$ cat src/rtl/sll_pkg.sv
// ----------------------------------------------------------------------------
// sll_pkg
// Shared types and constants of the static linked list engine: command
// codes, controller states, datapath operations and the status bundle.
// ----------------------------------------------------------------------------
package sll_pkg;

   localparam int CMD_W  = 3;
   localparam int POS_W  = 6;
   localparam int DATA_W = 32;

   typedef enum logic [CMD_W-1:0] {
      CMD_INSERT = 3'd0,
      CMD_DELETE = 3'd1,
      CMD_GET    = 3'd2,
      CMD_LOCATE = 3'd3,
      CMD_PRED   = 3'd4,
      CMD_SUCC   = 3'd5,
      CMD_CLEAR  = 3'd6
   } cmd_type;

   typedef enum logic [3:0] {
      ST_IDLE,
      ST_START,
      ST_ALLOC,
      ST_HEAD_RD,
      ST_INS_HEAD,
      ST_WALK,
      ST_INS_LINK,
      ST_DEL_UNLINK,
      ST_DEL_FREE,
      ST_SUCC_TAKE,
      ST_DONE
   } ctrl_state_type;

   typedef enum logic [3:0] {
      OP_NONE,
      OP_LOAD,
      OP_CLEAR,
      OP_RD_HEAD,
      OP_RD_FREE,
      OP_ALLOC,
      OP_INS_HEAD,
      OP_ADVANCE,
      OP_INS_SPLICE,
      OP_INS_LINK,
      OP_DEL_UNLINK,
      OP_DEL_FREE,
      OP_RES_GET,
      OP_RES_LOC,
      OP_RES_PRED,
      OP_PUBLISH
   } dp_op_type;

   typedef struct packed {
      cmd_type cmd;
      logic    pos_one;
      logic    pos_ok;
      logic    ins_ok;
      logic    count_zero;
      logic    count_le1;
      logic    hit_target;
      logic    at_last;
      logic    match;
      logic    step_ge2;
   } dp_status_type;

endpackage

$ cat src/rtl/static_linked_list_engine.sv
// ----------------------------------------------------------------------------
// static_linked_list_engine
// Array-backed singly linked list with a free chain, one command per
// transaction and one result per command.
// ----------------------------------------------------------------------------
// Each request transaction carries a command (insert, delete, get, locate,
// predecessor, successor or clear) and gives exactly one response
// transaction with ok, a value, a position, the length after the command
// and the empty and full flags. Node 0 is the null mark, so the list holds
// up to NODES-1 elements. Commands run one at a time: after set-up, the
// walk takes one read of the node memory per hop, since the registered link
// output of each read addresses the next read. Clear and rejected commands
// skip the walk. A finished command waits while a stalled response still
// holds the output register. A new request is taken once the previous
// command has reached the output register, even if that response is still
// stalled. Clear is immediate: nodes never used since reset or the last
// clear are tracked by a high-water mark and read back their reset
// free-chain link, so no clearing pass is needed after reset.
// ----------------------------------------------------------------------------
module static_linked_list_engine #(
   parameter int NODES      = 64,
   parameter int ELEM_WIDTH = 32
) (
   input  logic                        clock,
   input  logic                        reset,
   // request channel
   input  logic                        req_valid,
   output logic                        req_stall,
   input  logic [sll_pkg::CMD_W-1:0]   req_cmd,
   input  logic [sll_pkg::POS_W-1:0]   req_position,
   input  logic [sll_pkg::DATA_W-1:0]  req_value,
   // response channel
   output logic                        rsp_valid,
   input  logic                        rsp_stall,
   output logic                        rsp_ok,
   output logic [sll_pkg::DATA_W-1:0]  rsp_value_out,
   output logic [sll_pkg::POS_W-1:0]   rsp_position_out,
   output logic [sll_pkg::POS_W-1:0]   rsp_length_out,
   output logic                        rsp_empty_flag,
   output logic                        rsp_full_flag
);

   // controller -> datapath: one operation per cycle
   sll_pkg::dp_op_type     dp_op;
   // datapath -> controller: decoded command and walk comparisons
   sll_pkg::dp_status_type status;

   // sequencer: command decode, list walk and response handshake
   sll_ctrl u_ctrl (
      .clock     (clock),
      .reset     (reset),
      .req_valid (req_valid),
      .req_stall (req_stall),
      .rsp_valid (rsp_valid),
      .rsp_stall (rsp_stall),
      .status    (status),
      .dp_op     (dp_op)
   );

   // node memories, pointers and the response payload register
   sll_datapath #(
      .NODES      (NODES),
      .ELEM_WIDTH (ELEM_WIDTH)
   ) u_datapath (
      .clock            (clock),
      .reset            (reset),
      .dp_op            (dp_op),
      .status           (status),
      .req_cmd          (req_cmd),
      .req_position     (req_position),
      .req_value        (req_value),
      .rsp_ok           (rsp_ok),
      .rsp_value_out    (rsp_value_out),
      .rsp_position_out (rsp_position_out),
      .rsp_length_out   (rsp_length_out),
      .rsp_empty_flag   (rsp_empty_flag),
      .rsp_full_flag    (rsp_full_flag)
   );

endmodule

$ cat src/rtl/sll_ctrl.sv
// ----------------------------------------------------------------------------
// sll_ctrl
// Command sequencer: decodes the latched command, steps through the list
// walk and the link updates, and owns the result valid flag.
// ----------------------------------------------------------------------------
module sll_ctrl (
   input  logic                   clock,
   input  logic                   reset,
   input  logic                   req_valid,
   output logic                   req_stall,
   output logic                   rsp_valid,
   input  logic                   rsp_stall,
   input  sll_pkg::dp_status_type status,
   output sll_pkg::dp_op_type     dp_op
);

   sll_pkg::ctrl_state_type state_ff, state_in;
   logic                    rsp_valid_ff, rsp_valid_in;
   logic                    out_free;

   assign out_free  = !rsp_valid_ff || !rsp_stall;
   assign req_stall = (state_ff != sll_pkg::ST_IDLE);
   assign rsp_valid = rsp_valid_ff;

   always_ff @(posedge clock) begin
      if (reset) begin
         state_ff     <= sll_pkg::ST_IDLE;
         rsp_valid_ff <= 1'b0;
      end else begin
         state_ff     <= state_in;
         rsp_valid_ff <= rsp_valid_in;
      end
   end

   always_comb begin
      rsp_valid_in = rsp_valid_ff && rsp_stall;
      if (state_ff == sll_pkg::ST_DONE && out_free) begin
         rsp_valid_in = 1'b1;
      end
   end

   // next state
   always_comb begin
      state_in = state_ff;
      case (state_ff)
         sll_pkg::ST_IDLE: begin
            if (req_valid) state_in = sll_pkg::ST_START;
         end
         sll_pkg::ST_START: begin
            case (status.cmd)
               sll_pkg::CMD_INSERT:
                  state_in = status.ins_ok ? sll_pkg::ST_ALLOC : sll_pkg::ST_DONE;
               sll_pkg::CMD_DELETE: begin
                  if (!status.pos_ok)      state_in = sll_pkg::ST_DONE;
                  else if (status.pos_one) state_in = sll_pkg::ST_DEL_UNLINK;
                  else                     state_in = sll_pkg::ST_WALK;
               end
               sll_pkg::CMD_GET:
                  state_in = status.pos_ok ? sll_pkg::ST_WALK : sll_pkg::ST_DONE;
               sll_pkg::CMD_LOCATE, sll_pkg::CMD_PRED:
                  state_in = status.count_zero ? sll_pkg::ST_DONE : sll_pkg::ST_WALK;
               sll_pkg::CMD_SUCC:
                  state_in = status.count_le1 ? sll_pkg::ST_DONE : sll_pkg::ST_WALK;
               default:
                  state_in = sll_pkg::ST_DONE;
            endcase
         end
         sll_pkg::ST_ALLOC:
            state_in = status.pos_one ? sll_pkg::ST_INS_HEAD : sll_pkg::ST_HEAD_RD;
         sll_pkg::ST_HEAD_RD:  state_in = sll_pkg::ST_WALK;
         sll_pkg::ST_INS_HEAD: state_in = sll_pkg::ST_DONE;
         sll_pkg::ST_WALK: begin
            case (status.cmd)
               sll_pkg::CMD_INSERT: begin
                  if (status.hit_target) state_in = sll_pkg::ST_INS_LINK;
               end
               sll_pkg::CMD_DELETE: begin
                  if (status.hit_target) state_in = sll_pkg::ST_DEL_UNLINK;
               end
               sll_pkg::CMD_GET: begin
                  if (status.hit_target) state_in = sll_pkg::ST_DONE;
               end
               sll_pkg::CMD_LOCATE: begin
                  if (status.match || status.at_last) state_in = sll_pkg::ST_DONE;
               end
               sll_pkg::CMD_PRED: begin
                  if ((status.match && status.step_ge2) || status.at_last)
                     state_in = sll_pkg::ST_DONE;
               end
               sll_pkg::CMD_SUCC: begin
                  if (status.at_last)    state_in = sll_pkg::ST_DONE;
                  else if (status.match) state_in = sll_pkg::ST_SUCC_TAKE;
               end
               default: state_in = sll_pkg::ST_DONE;
            endcase
         end
         sll_pkg::ST_INS_LINK:   state_in = sll_pkg::ST_DONE;
         sll_pkg::ST_DEL_UNLINK: state_in = sll_pkg::ST_DEL_FREE;
         sll_pkg::ST_DEL_FREE:   state_in = sll_pkg::ST_DONE;
         sll_pkg::ST_SUCC_TAKE:  state_in = sll_pkg::ST_DONE;
         sll_pkg::ST_DONE: begin
            if (out_free) state_in = sll_pkg::ST_IDLE;
         end
         default: state_in = sll_pkg::ST_IDLE;
      endcase
   end

   // datapath operation
   always_comb begin
      dp_op = sll_pkg::OP_NONE;
      case (state_ff)
         sll_pkg::ST_IDLE: begin
            if (req_valid) dp_op = sll_pkg::OP_LOAD;
         end
         sll_pkg::ST_START: begin
            case (status.cmd)
               sll_pkg::CMD_INSERT: begin
                  if (status.ins_ok) dp_op = sll_pkg::OP_RD_FREE;
               end
               sll_pkg::CMD_DELETE, sll_pkg::CMD_GET: begin
                  if (status.pos_ok) dp_op = sll_pkg::OP_RD_HEAD;
               end
               sll_pkg::CMD_LOCATE, sll_pkg::CMD_PRED: begin
                  if (!status.count_zero) dp_op = sll_pkg::OP_RD_HEAD;
               end
               sll_pkg::CMD_SUCC: begin
                  if (!status.count_le1) dp_op = sll_pkg::OP_RD_HEAD;
               end
               sll_pkg::CMD_CLEAR: dp_op = sll_pkg::OP_CLEAR;
               default:            dp_op = sll_pkg::OP_NONE;
            endcase
         end
         sll_pkg::ST_ALLOC:    dp_op = sll_pkg::OP_ALLOC;
         sll_pkg::ST_HEAD_RD:  dp_op = sll_pkg::OP_RD_HEAD;
         sll_pkg::ST_INS_HEAD: dp_op = sll_pkg::OP_INS_HEAD;
         sll_pkg::ST_WALK: begin
            case (status.cmd)
               sll_pkg::CMD_INSERT:
                  dp_op = status.hit_target ? sll_pkg::OP_INS_SPLICE : sll_pkg::OP_ADVANCE;
               sll_pkg::CMD_DELETE:
                  dp_op = sll_pkg::OP_ADVANCE;
               sll_pkg::CMD_GET:
                  dp_op = status.hit_target ? sll_pkg::OP_RES_GET : sll_pkg::OP_ADVANCE;
               sll_pkg::CMD_LOCATE: begin
                  if (status.match)        dp_op = sll_pkg::OP_RES_LOC;
                  else if (!status.at_last) dp_op = sll_pkg::OP_ADVANCE;
               end
               sll_pkg::CMD_PRED: begin
                  if (status.match && status.step_ge2) dp_op = sll_pkg::OP_RES_PRED;
                  else if (!status.at_last)            dp_op = sll_pkg::OP_ADVANCE;
               end
               sll_pkg::CMD_SUCC: begin
                  if (!status.at_last) dp_op = sll_pkg::OP_ADVANCE;
               end
               default: dp_op = sll_pkg::OP_NONE;
            endcase
         end
         sll_pkg::ST_INS_LINK:   dp_op = sll_pkg::OP_INS_LINK;
         sll_pkg::ST_DEL_UNLINK: dp_op = sll_pkg::OP_DEL_UNLINK;
         sll_pkg::ST_DEL_FREE:   dp_op = sll_pkg::OP_DEL_FREE;
         sll_pkg::ST_SUCC_TAKE:  dp_op = sll_pkg::OP_RES_GET;
         sll_pkg::ST_DONE: begin
            if (out_free) dp_op = sll_pkg::OP_PUBLISH;
         end
         default: dp_op = sll_pkg::OP_NONE;
      endcase
   end

endmodule

$ cat src/rtl/sll_datapath.sv
// ----------------------------------------------------------------------------
// sll_datapath
// Node memories, list and free-chain pointers, walk registers and the
// result output register.
// ----------------------------------------------------------------------------
module sll_datapath #(
   parameter int NODES      = 64,
   parameter int ELEM_WIDTH = 32
) (
   input  logic                        clock,
   input  logic                        reset,
   input  sll_pkg::dp_op_type          dp_op,
   output sll_pkg::dp_status_type      status,
   input  logic [sll_pkg::CMD_W-1:0]   req_cmd,
   input  logic [sll_pkg::POS_W-1:0]   req_position,
   input  logic [sll_pkg::DATA_W-1:0]  req_value,
   output logic                        rsp_ok,
   output logic [sll_pkg::DATA_W-1:0]  rsp_value_out,
   output logic [sll_pkg::POS_W-1:0]   rsp_position_out,
   output logic [sll_pkg::POS_W-1:0]   rsp_length_out,
   output logic                        rsp_empty_flag,
   output logic                        rsp_full_flag
);

   localparam int IW = $clog2(NODES);
   localparam int FW = IW + 1;
   localparam int LW = ((IW > sll_pkg::POS_W) ? IW : sll_pkg::POS_W) + 1;
   localparam int PW = sll_pkg::POS_W;
   localparam int EW = ELEM_WIDTH;

   // node store
   logic [EW-1:0] node_value_mem [NODES];
   logic [IW-1:0] node_link_mem  [NODES];

   // list bookkeeping (reset)
   logic [IW-1:0] list_head_ff, list_head_in;
   logic [IW-1:0] free_head_ff, free_head_in;
   logic [FW-1:0] fresh_ff, fresh_in;   // nodes at or above this read back their reset link
   logic [IW-1:0] count_ff, count_in;

   // transaction working registers
   sll_pkg::cmd_type cmd_ff;
   logic [PW-1:0] pos_ff;
   logic [EW-1:0] val_ff;
   logic [IW-1:0] cur_ff, prev_node_ff, alloc_ff;
   logic [LW-1:0] step_ff;
   logic [EW-1:0] prev_val_ff;
   logic          res_ok_ff;
   logic [EW-1:0] res_value_ff;
   logic [PW-1:0] res_pos_ff;

   // read port
   logic          rd_en;
   logic [IW-1:0] rd_addr;
   logic [EW-1:0] rd_value_ff;
   logic [IW-1:0] rd_link_ff;
   logic [IW-1:0] rd_addr_ff;
   logic          rd_fresh_ff;

   // write ports
   logic          val_we;
   logic          link_we;
   logic [IW-1:0] link_wa;
   logic [IW-1:0] link_wd;

   // output register
   logic          out_ok_ff;
   logic [sll_pkg::DATA_W-1:0] out_value_ff;
   logic [PW-1:0] out_pos_ff;
   logic [PW-1:0] out_len_ff;
   logic          out_empty_ff;
   logic          out_full_ff;

   logic [IW-1:0] link_eff;
   logic [IW-1:0] link_reset;
   logic [LW-1:0] pos_ext, count_ext, target;

   // untouched nodes follow the reset chain n -> n+1, last -> null
   assign link_reset = (rd_addr_ff == IW'(NODES - 1)) ? '0 : rd_addr_ff + IW'(1);
   assign link_eff   = rd_fresh_ff ? link_reset : rd_link_ff;

   assign pos_ext   = LW'(pos_ff);
   assign count_ext = LW'(count_ff);
   assign target    = (cmd_ff == sll_pkg::CMD_GET) ? pos_ext : pos_ext - LW'(1);

   always_comb begin
      status.cmd        = cmd_ff;
      status.pos_one    = (pos_ff == PW'(1));
      status.pos_ok     = (pos_ff != '0) && (pos_ext <= count_ext);
      status.ins_ok     = (pos_ff != '0) && (pos_ext <= count_ext + LW'(1))
                          && (free_head_ff != '0);
      status.count_zero = (count_ff == '0);
      status.count_le1  = (count_ff <= IW'(1));
      status.hit_target = (step_ff == target);
      status.at_last    = (step_ff == count_ext);
      status.match      = (rd_value_ff == val_ff);
      status.step_ge2   = (step_ff >= LW'(2));
   end

   // memory port control
   always_comb begin
      rd_en   = 1'b0;
      rd_addr = list_head_ff;
      val_we  = 1'b0;
      link_we = 1'b0;
      link_wa = cur_ff;
      link_wd = free_head_ff;
      case (dp_op)
         sll_pkg::OP_RD_HEAD: begin
            rd_en   = 1'b1;
            rd_addr = list_head_ff;
         end
         sll_pkg::OP_RD_FREE: begin
            rd_en   = 1'b1;
            rd_addr = free_head_ff;
         end
         sll_pkg::OP_ADVANCE: begin
            rd_en   = 1'b1;
            rd_addr = link_eff;
         end
         sll_pkg::OP_ALLOC: val_we = 1'b1;
         sll_pkg::OP_INS_HEAD: begin
            link_we = 1'b1;
            link_wa = alloc_ff;
            link_wd = list_head_ff;
         end
         sll_pkg::OP_INS_SPLICE: begin
            link_we = 1'b1;
            link_wa = alloc_ff;
            link_wd = link_eff;
         end
         sll_pkg::OP_INS_LINK: begin
            link_we = 1'b1;
            link_wa = cur_ff;
            link_wd = alloc_ff;
         end
         sll_pkg::OP_DEL_UNLINK: begin
            link_we = !status.pos_one;
            link_wa = prev_node_ff;
            link_wd = link_eff;
         end
         sll_pkg::OP_DEL_FREE: begin
            link_we = 1'b1;
            link_wa = cur_ff;
            link_wd = free_head_ff;
         end
         default: begin
            rd_en = 1'b0;
         end
      endcase
   end

   always_ff @(posedge clock) begin
      if (val_we) node_value_mem[free_head_ff] <= val_ff;
      if (rd_en)  rd_value_ff <= node_value_mem[rd_addr];
   end

   always_ff @(posedge clock) begin
      if (link_we) node_link_mem[link_wa] <= link_wd;
      if (rd_en) begin
         rd_link_ff  <= node_link_mem[rd_addr];
         rd_addr_ff  <= rd_addr;
         rd_fresh_ff <= ({1'b0, rd_addr} >= fresh_ff);
      end
   end

   // list bookkeeping next values
   always_comb begin
      list_head_in = list_head_ff;
      free_head_in = free_head_ff;
      fresh_in     = fresh_ff;
      count_in     = count_ff;
      case (dp_op)
         sll_pkg::OP_CLEAR: begin
            list_head_in = '0;
            free_head_in = IW'(1);
            fresh_in     = FW'(1);
            count_in     = '0;
         end
         sll_pkg::OP_ALLOC: begin
            free_head_in = link_eff;
            if ({1'b0, free_head_ff} == fresh_ff) fresh_in = fresh_ff + FW'(1);
         end
         sll_pkg::OP_INS_HEAD: begin
            list_head_in = alloc_ff;
            count_in     = count_ff + IW'(1);
         end
         sll_pkg::OP_INS_LINK: count_in = count_ff + IW'(1);
         sll_pkg::OP_DEL_UNLINK: begin
            if (status.pos_one) list_head_in = link_eff;
         end
         sll_pkg::OP_DEL_FREE: begin
            free_head_in = cur_ff;
            count_in     = count_ff - IW'(1);
         end
         default: count_in = count_ff;
      endcase
   end

   always_ff @(posedge clock) begin
      if (reset) begin
         list_head_ff <= '0;
         free_head_ff <= IW'(1);
         fresh_ff     <= FW'(1);
         count_ff     <= '0;
      end else begin
         list_head_ff <= list_head_in;
         free_head_ff <= free_head_in;
         fresh_ff     <= fresh_in;
         count_ff     <= count_in;
      end
   end

   // working registers and result
   always_ff @(posedge clock) begin
      case (dp_op)
         sll_pkg::OP_LOAD: begin
            cmd_ff       <= sll_pkg::cmd_type'(req_cmd);
            pos_ff       <= req_position;
            val_ff       <= EW'(req_value);
            res_ok_ff    <= 1'b0;
            res_value_ff <= '0;
            res_pos_ff   <= '0;
         end
         sll_pkg::OP_CLEAR:    res_ok_ff <= 1'b1;
         sll_pkg::OP_ALLOC:    alloc_ff  <= free_head_ff;
         sll_pkg::OP_INS_HEAD: res_ok_ff <= 1'b1;
         sll_pkg::OP_INS_LINK: res_ok_ff <= 1'b1;
         sll_pkg::OP_RD_HEAD: begin
            cur_ff  <= list_head_ff;
            step_ff <= LW'(1);
         end
         sll_pkg::OP_ADVANCE: begin
            cur_ff       <= link_eff;
            prev_node_ff <= cur_ff;
            prev_val_ff  <= rd_value_ff;
            step_ff      <= step_ff + LW'(1);
         end
         sll_pkg::OP_DEL_UNLINK: res_value_ff <= rd_value_ff;
         sll_pkg::OP_DEL_FREE:   res_ok_ff    <= 1'b1;
         sll_pkg::OP_RES_GET: begin
            res_ok_ff    <= 1'b1;
            res_value_ff <= rd_value_ff;
         end
         sll_pkg::OP_RES_LOC: begin
            res_ok_ff  <= 1'b1;
            res_pos_ff <= PW'(step_ff);
         end
         sll_pkg::OP_RES_PRED: begin
            res_ok_ff    <= 1'b1;
            res_value_ff <= prev_val_ff;
         end
         sll_pkg::OP_PUBLISH: begin
            out_ok_ff    <= res_ok_ff;
            out_value_ff <= sll_pkg::DATA_W'(res_value_ff);
            out_pos_ff   <= res_pos_ff;
            out_len_ff   <= PW'(count_ff);
            out_empty_ff <= (count_ff == '0);
            out_full_ff  <= (free_head_ff == '0);
         end
         default: res_ok_ff <= res_ok_ff;
      endcase
   end

   assign rsp_ok           = out_ok_ff;
   assign rsp_value_out    = out_value_ff;
   assign rsp_position_out = out_pos_ff;
   assign rsp_length_out   = out_len_ff;
   assign rsp_empty_flag   = out_empty_ff;
   assign rsp_full_flag    = out_full_ff;

endmodule

$ cat config.mk
export PLATFORM = sky130hd
export DESIGN_NAME = static_linked_list_engine
export DESIGN_NICKNAME = d
export VERILOG_FILES = /design/src/rtl/sll_pkg.sv /design/src/rtl/static_linked_list_engine.sv /design/src/rtl/sll_ctrl.sv /design/src/rtl/sll_datapath.sv
export SDC_FILE = /design/constraint.sdc
export NUM_CORES = 2
export LEC_CHECK = 0
export BUFFER_PORTS_ARGS = -buffer_cell sky130_fd_sc_hd__buf_2
export CAP_MARGIN = 10
export CORE_AREA = 2 2 600 602
export CTS_CLUSTER_DIAMETER = 40
export CTS_CLUSTER_SIZE = 12
export DETAILED_ROUTE_END_ITERATION = 7
export DIE_AREA = 0 0 602 604
export PLACE_DENSITY = 0.5
export SETUP_SLACK_MARGIN = 0.4
export SLEW_MARGIN = 20
export SYNTH_ARGS = -nofsm -noshare
export SYNTH_HDL_FRONTEND = slang
export SYNTH_SLANG_ARGS = --single-unit
$ cat constraint.sdc
create_clock -name clock -period 9.75 [get_ports clock]
set_input_delay 0.4875 -clock clock [delete_from_list [all_inputs] [get_ports clock]]
set_output_delay 0.4875 -clock clock [all_outputs]
set_load 0.1 [all_outputs]
After elaboration in Yosys (flattened, before gate mapping)
Memories as Yosys holds them, arrays and structs flattened. A register that Yosys moved wholly into a read port is not among the register bits.
Cells that the tools add are included.
- bits in registers: 221
- bits in latches: 0
- RAM bits: 2432
- ROM bits: 0
- input bits: 45
- output and inout bits: 49
- word-level logic and storage cells: 184
- memories: 2
- memory list (name ; depth ; width ; read ports ; clocked after memory_dff ; write ports ; line ; text):
    u_datapath.node_value_mem ; 64 ; 32 ; 1 ; 1 ; 1 ; sll_datapath.sv:32 ; logic [EW-1:0] node_value_mem [NODES];
    u_datapath.node_link_mem ; 64 ; 6 ; 1 ; 1 ; 1 ; sll_datapath.sv:33 ; logic [IW-1:0] node_link_mem [NODES];
- add/subtract/negate cells: 7
- multipliers: 0
- divide/modulo/power cells: 0
- magnitude comparators: 5
- equality and inequality tests: 47
- shifts and indexed selects: 0
- muxes and demuxes: 58
- bitwise operators: 0
- reductions and logical operators: 40
- operator list (cell ; count):
    $pmux W32 S3 ; 1
    $mux W4 ; 19
    $pmux W6 S3 ; 4
    $pmux W4 S6 ; 2
    $pmux W6 S2 ; 4
    $eq A4 B4 Y1 const B ; 11
    $pmux W4 S11 ; 1
    $pmux W4 S5 ; 2
    $eq A32 B32 Y1 ; 1
    $eq A4 B3 Y1 const B ; 8
    $pmux W4 S8 ; 1
    $pmux W7 S2 ; 2
    $mux W6 ; 3
    $eq A4 B2 Y1 const B ; 4
    $ne A3 B2 Y1 const B ; 5
    $add A7 B1 Y7 const B ; 2
    $mux W7 ; 2
    $add A6 B1 Y6 const B ; 2
    $logic_not A6 Y1 ; 2
    $reduce_bool A3 Y1 ; 4
    $reduce_bool A6 Y1 ; 2
    $reduce_or A2 Y1 ; 6
    $eq A3 B3 Y1 const B ; 3
    $mux W3 ; 3
    other kinds (34) ; 63

Logic depth before layout (Yosys ltp)
- depth after elaboration: 12
- depth in mapped cells: 30
- depth with buffers taken out: 22

By module
From an unflattened synthesis, not the netlist that was laid out.
- cell total of the unflattened synthesis: 7989
- area total of the unflattened synthesis: 108253.8 um2
- by module, submodules not included (module ; times used ; cells an instance ; area an instance (um2) ; sequential area each (um2)):
    sll_datapath ; 1 ; 7869 ; 107388.0 ; 80407.1
    sll_ctrl ; 1 ; 120 ; 865.8 ; 100.1

Worst setup path before layout
No wires, ideal clock.
- kind: register -> register
- from: register u_ctrl.state_ff[1]
- to: register u_datapath.rd_fresh_ff, data pin
- setup time: 0.254 ns
- data arrival time: 6.530 ns
- data required time: 9.496 ns
- setup slack: 2.966 ns
- stages on the path, launching flop included: 26
- buffers on the path: 7
- period minus slack after synthesis: 6.784 ns
- cell sequence: dfxtp_1 clkbuf_1 nor2b_1 nand2_1 a21oi_1 a211o_1 a31oi_1 and2_4 nand4_2 inv_2 mux2i_4 buf_4 buf_4 buf_4 buf_4 buf_4 buf_2 ha_1 nand2b_1 a21o_1 a21oi_1 nor2b_1 o21ai_0 nand2b_1 a21oi_1 nor2_1
- word-level cells in the longest chain between the ends: 5
- elaborated cells on any way between the ends: 16
- classes of those cells: order compare (1); eq/ne (12); mux (2); reduce/logical (1)
- RTL lines (item ; line ; text):
    start: declaration ; sll_ctrl.sv:17 ; sll_pkg::ctrl_state_type state_ff, state_in;
    start signal: assignment ; sll_ctrl.sv:27 ; state_ff <= sll_pkg::ST_IDLE;
    start signal: assignment ; sll_ctrl.sv:30 ; state_ff <= state_in;
    $eq A4 B4 Y1, or another cell as far along ; sll_ctrl.sv:111 ; case (state_ff)
    $pmux W4 S11 (*) ; sll_ctrl.sv:111 ;
    $eq A4 B3 Y1 ; sll_datapath.sv:108 ; case (dp_op)
    $pmux W6 S2 (*) ; sll_datapath.sv:108 ;
    $ge A6 B7 Y1 (*) ; sll_datapath.sv:163 ; rd_fresh_ff <= ({1'b0, rd_addr} >= fresh_ff);
    end signal: assignment ; sll_datapath.sv:163 ;
    end: declaration ; sll_datapath.sv:58 ; logic rd_fresh_ff;
Mark *: on every way between the ends. The rest lies on a longest branch, timed or not.
A chain may end at the register's enable or synchronous reset.

Worst setup path after layout
- from: register u_datapath.val_ff[9]
- to: register u_datapath.rd_value_ff[16], read port of u_datapath.node_value_mem, data pin
- word-level cells in the longest chain between the ends: 8
- elaborated cells on any way between the ends: 12
- classes of those cells: eq/ne (4); mux (6); reduce/logical (2)
- RTL lines (item ; line ; text):
    start: declaration ; sll_datapath.sv:44 ; logic [EW-1:0] val_ff;
    start signal: assignment ; sll_datapath.sv:220 ; val_ff <= EW'(req_value);
    $eq A32 B32 Y1 (*) ; sll_datapath.sv:96 ; status.match = (rd_value_ff == val_ff);
    $logic_and A1 B1 Y1 ; sll_ctrl.sv:149 ; if (status.match && status.step_ge2) dp_op = sll_pkg::OP_RES_PRED;
    $mux W4 ; sll_ctrl.sv:149 ;
    $pmux W4 S6 (*) ; sll_ctrl.sv:137 ; case (status.cmd)
    $pmux W4 S11 (*) ; sll_ctrl.sv:111 ;
    $eq A4 B2 Y1 / $eq A4 B3 Y1 (equally long branches) ; sll_datapath.sv:108 ;
    $reduce_or A3 Y1 (no line) ; - ;
    $mux W1 ; sll_datapath.sv:108 ;
    end: declaration ; sll_datapath.sv:55 ; logic [EW-1:0] rd_value_ff;
Marked as above.

==> run_results.csv <==
group,metric,value,unit
outcome,status,"finished, violations left",
outcome,violations,"hold timing",
min_path,min_from,"req_value[27]",
worst_setup_path,start_kind,"flop",
timing,fin_crit_sh,0.830,
place,hpwl,209,mm
timing,final.setup.tns,0,ps
run,maxCapViolations,0,
worst_setup_path,cpMaxStageDelayCell,"nor4_1",
logic_synthesis,syn_nets,7589,
place,post-place-ws,1410,ps
die,die_w,602,um
worst_setup_path,crit_cells,19,
worst_setup_path,r2r-end,"u_datapath.rd_value_ff[16]",
min_path,hold_depth,1,
timing,fin_skew,123,ps
cells_and_area,drive_gt1_frac,0.138,
detailed_routing,viasPerCell,5.35,
worst_setup_path,crit_buf_inv,5,
pwr,leakage,44.2,nW
worst_setup_path,r2r_slack,1650,ps
detailed_routing,wl,382,mm
global_route,grt_pass1_wl,526,mm
logic_synthesis,netlist_top_cells_count,"2661 x edfxtp_1, 1710 x nand2_1, 442 x a21oi_1, 386 x mux2i_1, 337 x nand3_1",
pwr,power_density,330,mW/mm2
place,gp_congestion,0.874,
timing,fmax,124,MHz
clocking,clk_root_buffer_cell,"clkbuf_16",
global_route,grt_max_degree,135,
worst_setup_path,crit_path_end_kind,"flop",
global_route,overflow,0,
logic_synthesis,synth_warnings,0,
logic_synthesis,synth_top_cell_by_area,"edfxtp_1",
timing,worstMarginPinSlew,1280,ps
clocking,cts_resized,0,
die,core,0.358,mm2
clocking,clock_latency,940,ps
die,initial_core_util,0.298,
die,dieArea,0.364,mm2
logic_synthesis,synth_edf_count,2661,
logic_synthesis,yosysSeqAreaShare,0.755,
pwr,peakVddDrop,0.345,mV
logic_synthesis,synth_top_area_frac,0.750,
worst_setup_path,critical-path-top-delay-family,"simple AND/OR/NAND/NOR gates",
worst_setup_path,worst-path-max-fanout,90,
clocking,clockBufferDepth,4,
clocking,cts_sinks,2691,
worst_setup_path,r2r-start,"u_datapath.val_ff[9]",
worst_setup_path,crit_chain,"buf_4 > xnor2_1 > nand4_1 > nor4_1 > buf_4 > and2_1 > o2111ai_1 > nand4_1 > nand4_2 > inv_2 > mux2i_4 > inv_8 > buf_12 > nand2_1 > and3_1 > a311oi_1 > a311oi_1 > o22ai_1 > a211o_1",
die,row_count,220,
worst_setup_path,critPathArrivalTime,8740,ps
timing,rsz0062_at_grt,"false",
timing,setup_violations,0,
detailed_routing,wl_per_cell,29.6,um
worst_setup_path,worstPathRequired,10400,ps
timing,fin_ws,1650,ps
clocking,htree_levels,5,
min_path,hold_end,"u_datapath.val_ff[27]",
detailed_routing,ant_nets,0,
logic_synthesis,synth_ff_type,"edfxtp_1",
timing,holdWs,-13.3,ps
detailed_routing,first_iter_violations,9629,
cells_and_area,area_growth,20.0,%
worst_setup_path,cp_slowest_stage_delay,850,ps
logic_synthesis,ys_ff_latch,2691,
clocking,post_cts_buffers,0,
clocking,cts_tree,"done",
global_route,grt_pass1_vias,65700,
global_route,track_usage,0.203,
logic_synthesis,post-synth-top-count-cell,"edfxtp_1",
detailed_routing,drc_errors,0,
logic_synthesis,synth_area,0.107,mm2
timing,final_hold_viol_count,1,
worst_setup_path,reg2reg_depth,19,
logic_synthesis,syn_inst,7517,
clocking,cts_hold_buf,35,
detailed_routing,firstDrtPassIters,8,
timing,slew-limit-headroom,0.144,
clocking,cts_buffers,392,
timing,drv_slew,0,
min_path,hp-class,"in2reg",
logic_synthesis,ys_top_cells_by_area,"edfxtp_1 75%, nand2_1 6.0%, mux2i_1 3.6%",
logic_synthesis,synth_cell_types,83,
worst_setup_path,crit_type,"reg2reg",
cells_and_area,finish.net_count,7891,
place,portBuffers,93,
detailed_routing,vias,69200,
timing,min_period,8100,ps
clocking,path_clk_slew,50,ps
die,num_io_pins,94,
die,die_h,604,um
logic_synthesis,syn_area_per_cell,14.2,um2
global_route,antenna_found_initial,33,
logic_synthesis,ys_async_sr_fraction,0,
==> worst max path at each step <==
stage	from	end	slack (ps)
2_1_floorplan	u_ctrl.state_ff[1]	u_datapath.rd_fresh_ff	2970
3_3_place_gp	u_datapath.rd_value_ff[31]	u_datapath.rd_value_ff[22]	1310
3_5_place_dp	u_datapath.rd_value_ff[12]	u_datapath.rd_value_ff[0]	1410
4_1_cts	u_datapath.rd_value_ff[12]	u_datapath.rd_value_ff[0]	1400
5_1_grt	u_datapath.val_ff[9]	u_datapath.rd_value_ff[19]	1350
6_report	u_datapath.val_ff[9]	u_datapath.rd_value_ff[16]	1650
==> placed cells by master (no fill, tap or decap), types with 94 or more instances in the layout <==
| cell type | n |
|---|---|
| clkbuf_16 | 397 |
| a31oi_1 | 97 |
| a21oi_1 | 440 |
| mux2i_1 | 386 |
| buf_2 | 94 |
| o22ai_1 | 151 |
| nand3_1 | 336 |
| nor2_1 | 207 |
| nand2_1 | 1706 |
| buf_4 | 203 |
| nor4_1 | 132 |
| edfxtp_1 | 2661 |
==> cells by family (layout without fill, tap and decap cells) <==
logic type                 count (synthesis)  after routing  share of synthesized area
adders and majority gates                 27             27                    0.00317
xor gates and xnor gates                  70             70                    0.00575
other                                      0             10                          0
buffers and inverters                    502           1136                     0.0220
AOI/OAI and AO/OA                       1097           1097                     0.0665
muxes                                    390            390                     0.0368
DFF                                     2691           2691                      0.755
and+or+nand+nor                         2740           2740                      0.110
==> registers in the layout, summed over array words and instances, names as in the netlist, 3 cells and up <==
signal / cells
u_datapath.rd_addr_ff: 6
u_datapath.count_ff: 6
u_datapath.rsp_value_out: 32
u_datapath.rsp_length_out: 6
u_datapath.prev_node_ff: 6
u_datapath.rd_link_ff: 6
u_datapath.cmd_ff: 3
u_datapath.list_head_ff: 6
u_datapath.cur_ff: 6
u_datapath.prev_val_ff: 32
u_ctrl.state_ff: 4
u_datapath.fresh_ff: 7
u_datapath.res_pos_ff: 6
u_datapath.rd_value_ff: 32
u_datapath.rsp_position_out: 6
u_datapath.node_value_mem: 2048
u_datapath.val_ff: 32
u_datapath.res_value_ff: 32
u_datapath.free_head_ff: 6
u_datapath.alloc_ff: 6
u_datapath.node_link_mem: 384
u_datapath.pos_ff: 6
u_datapath.step_ff: 7
==> layer usage <==
metal	vias up	global-route usage	wire (um)
li1	29200	-	-
met1	35700	0.273	156000
met2	3643	0.318	173000
met3	730	0.0514	39000
met4	14	0.0740	14400
met5	-	0	87
==> power breakdown <==
part | switching (mW) | leakage, nW | internal (mW) | total (mW)
clock | 5.46 | 6.49 | 9.15 | 14.6
sequential | 0.465 | 24.3 | 14.1 | 14.6
combinational | 9.61 | 13.4 | 3.38 | 13.0
==> worst reg2reg max path, stage by stage, from the launching register on <==
cell	delay, ps
edfxtp_1	320
buf_4	540
xnor2_1	310
nand4_1	140
nor4_1	850
buf_4	270
and2_1	200
o2111ai_1	170
nand4_1	340
nand4_2	590
inv_2	500
mux2i_4	730
inv_8	470
buf_12	550
nand2_1	100
and3_1	160
a311oi_1	60
a311oi_1	780
o22ai_1	440
a211o_1	330
==> stage by stage <==
step	area [um2]	cells	util	total power, mW
3_3_place_gp	114000	12200	0.318	27.5
4_1_cts	128000	12900	0.357	42.1
5_1_grt	128000	12900	0.358	43.5
2_1_floorplan	107000	7517	-	21.9
3_5_place_dp	114000	12200	0.318	27.6
6_report	128000	12900	0.358	42.2
==> layout make-up <==
type                       instances  area (um2)
antenna                           10        25.0
tap                             4773        5970
clock inverter                   294        3480
sequential                      2691       80500
multi-input combinational       4324       24500
clock buffer                     432       10100
inverter                          39         171
fill                           33900      230000
timing repair buffer             371        3130
Note: power is estimated with default switching activity, not from simulation.
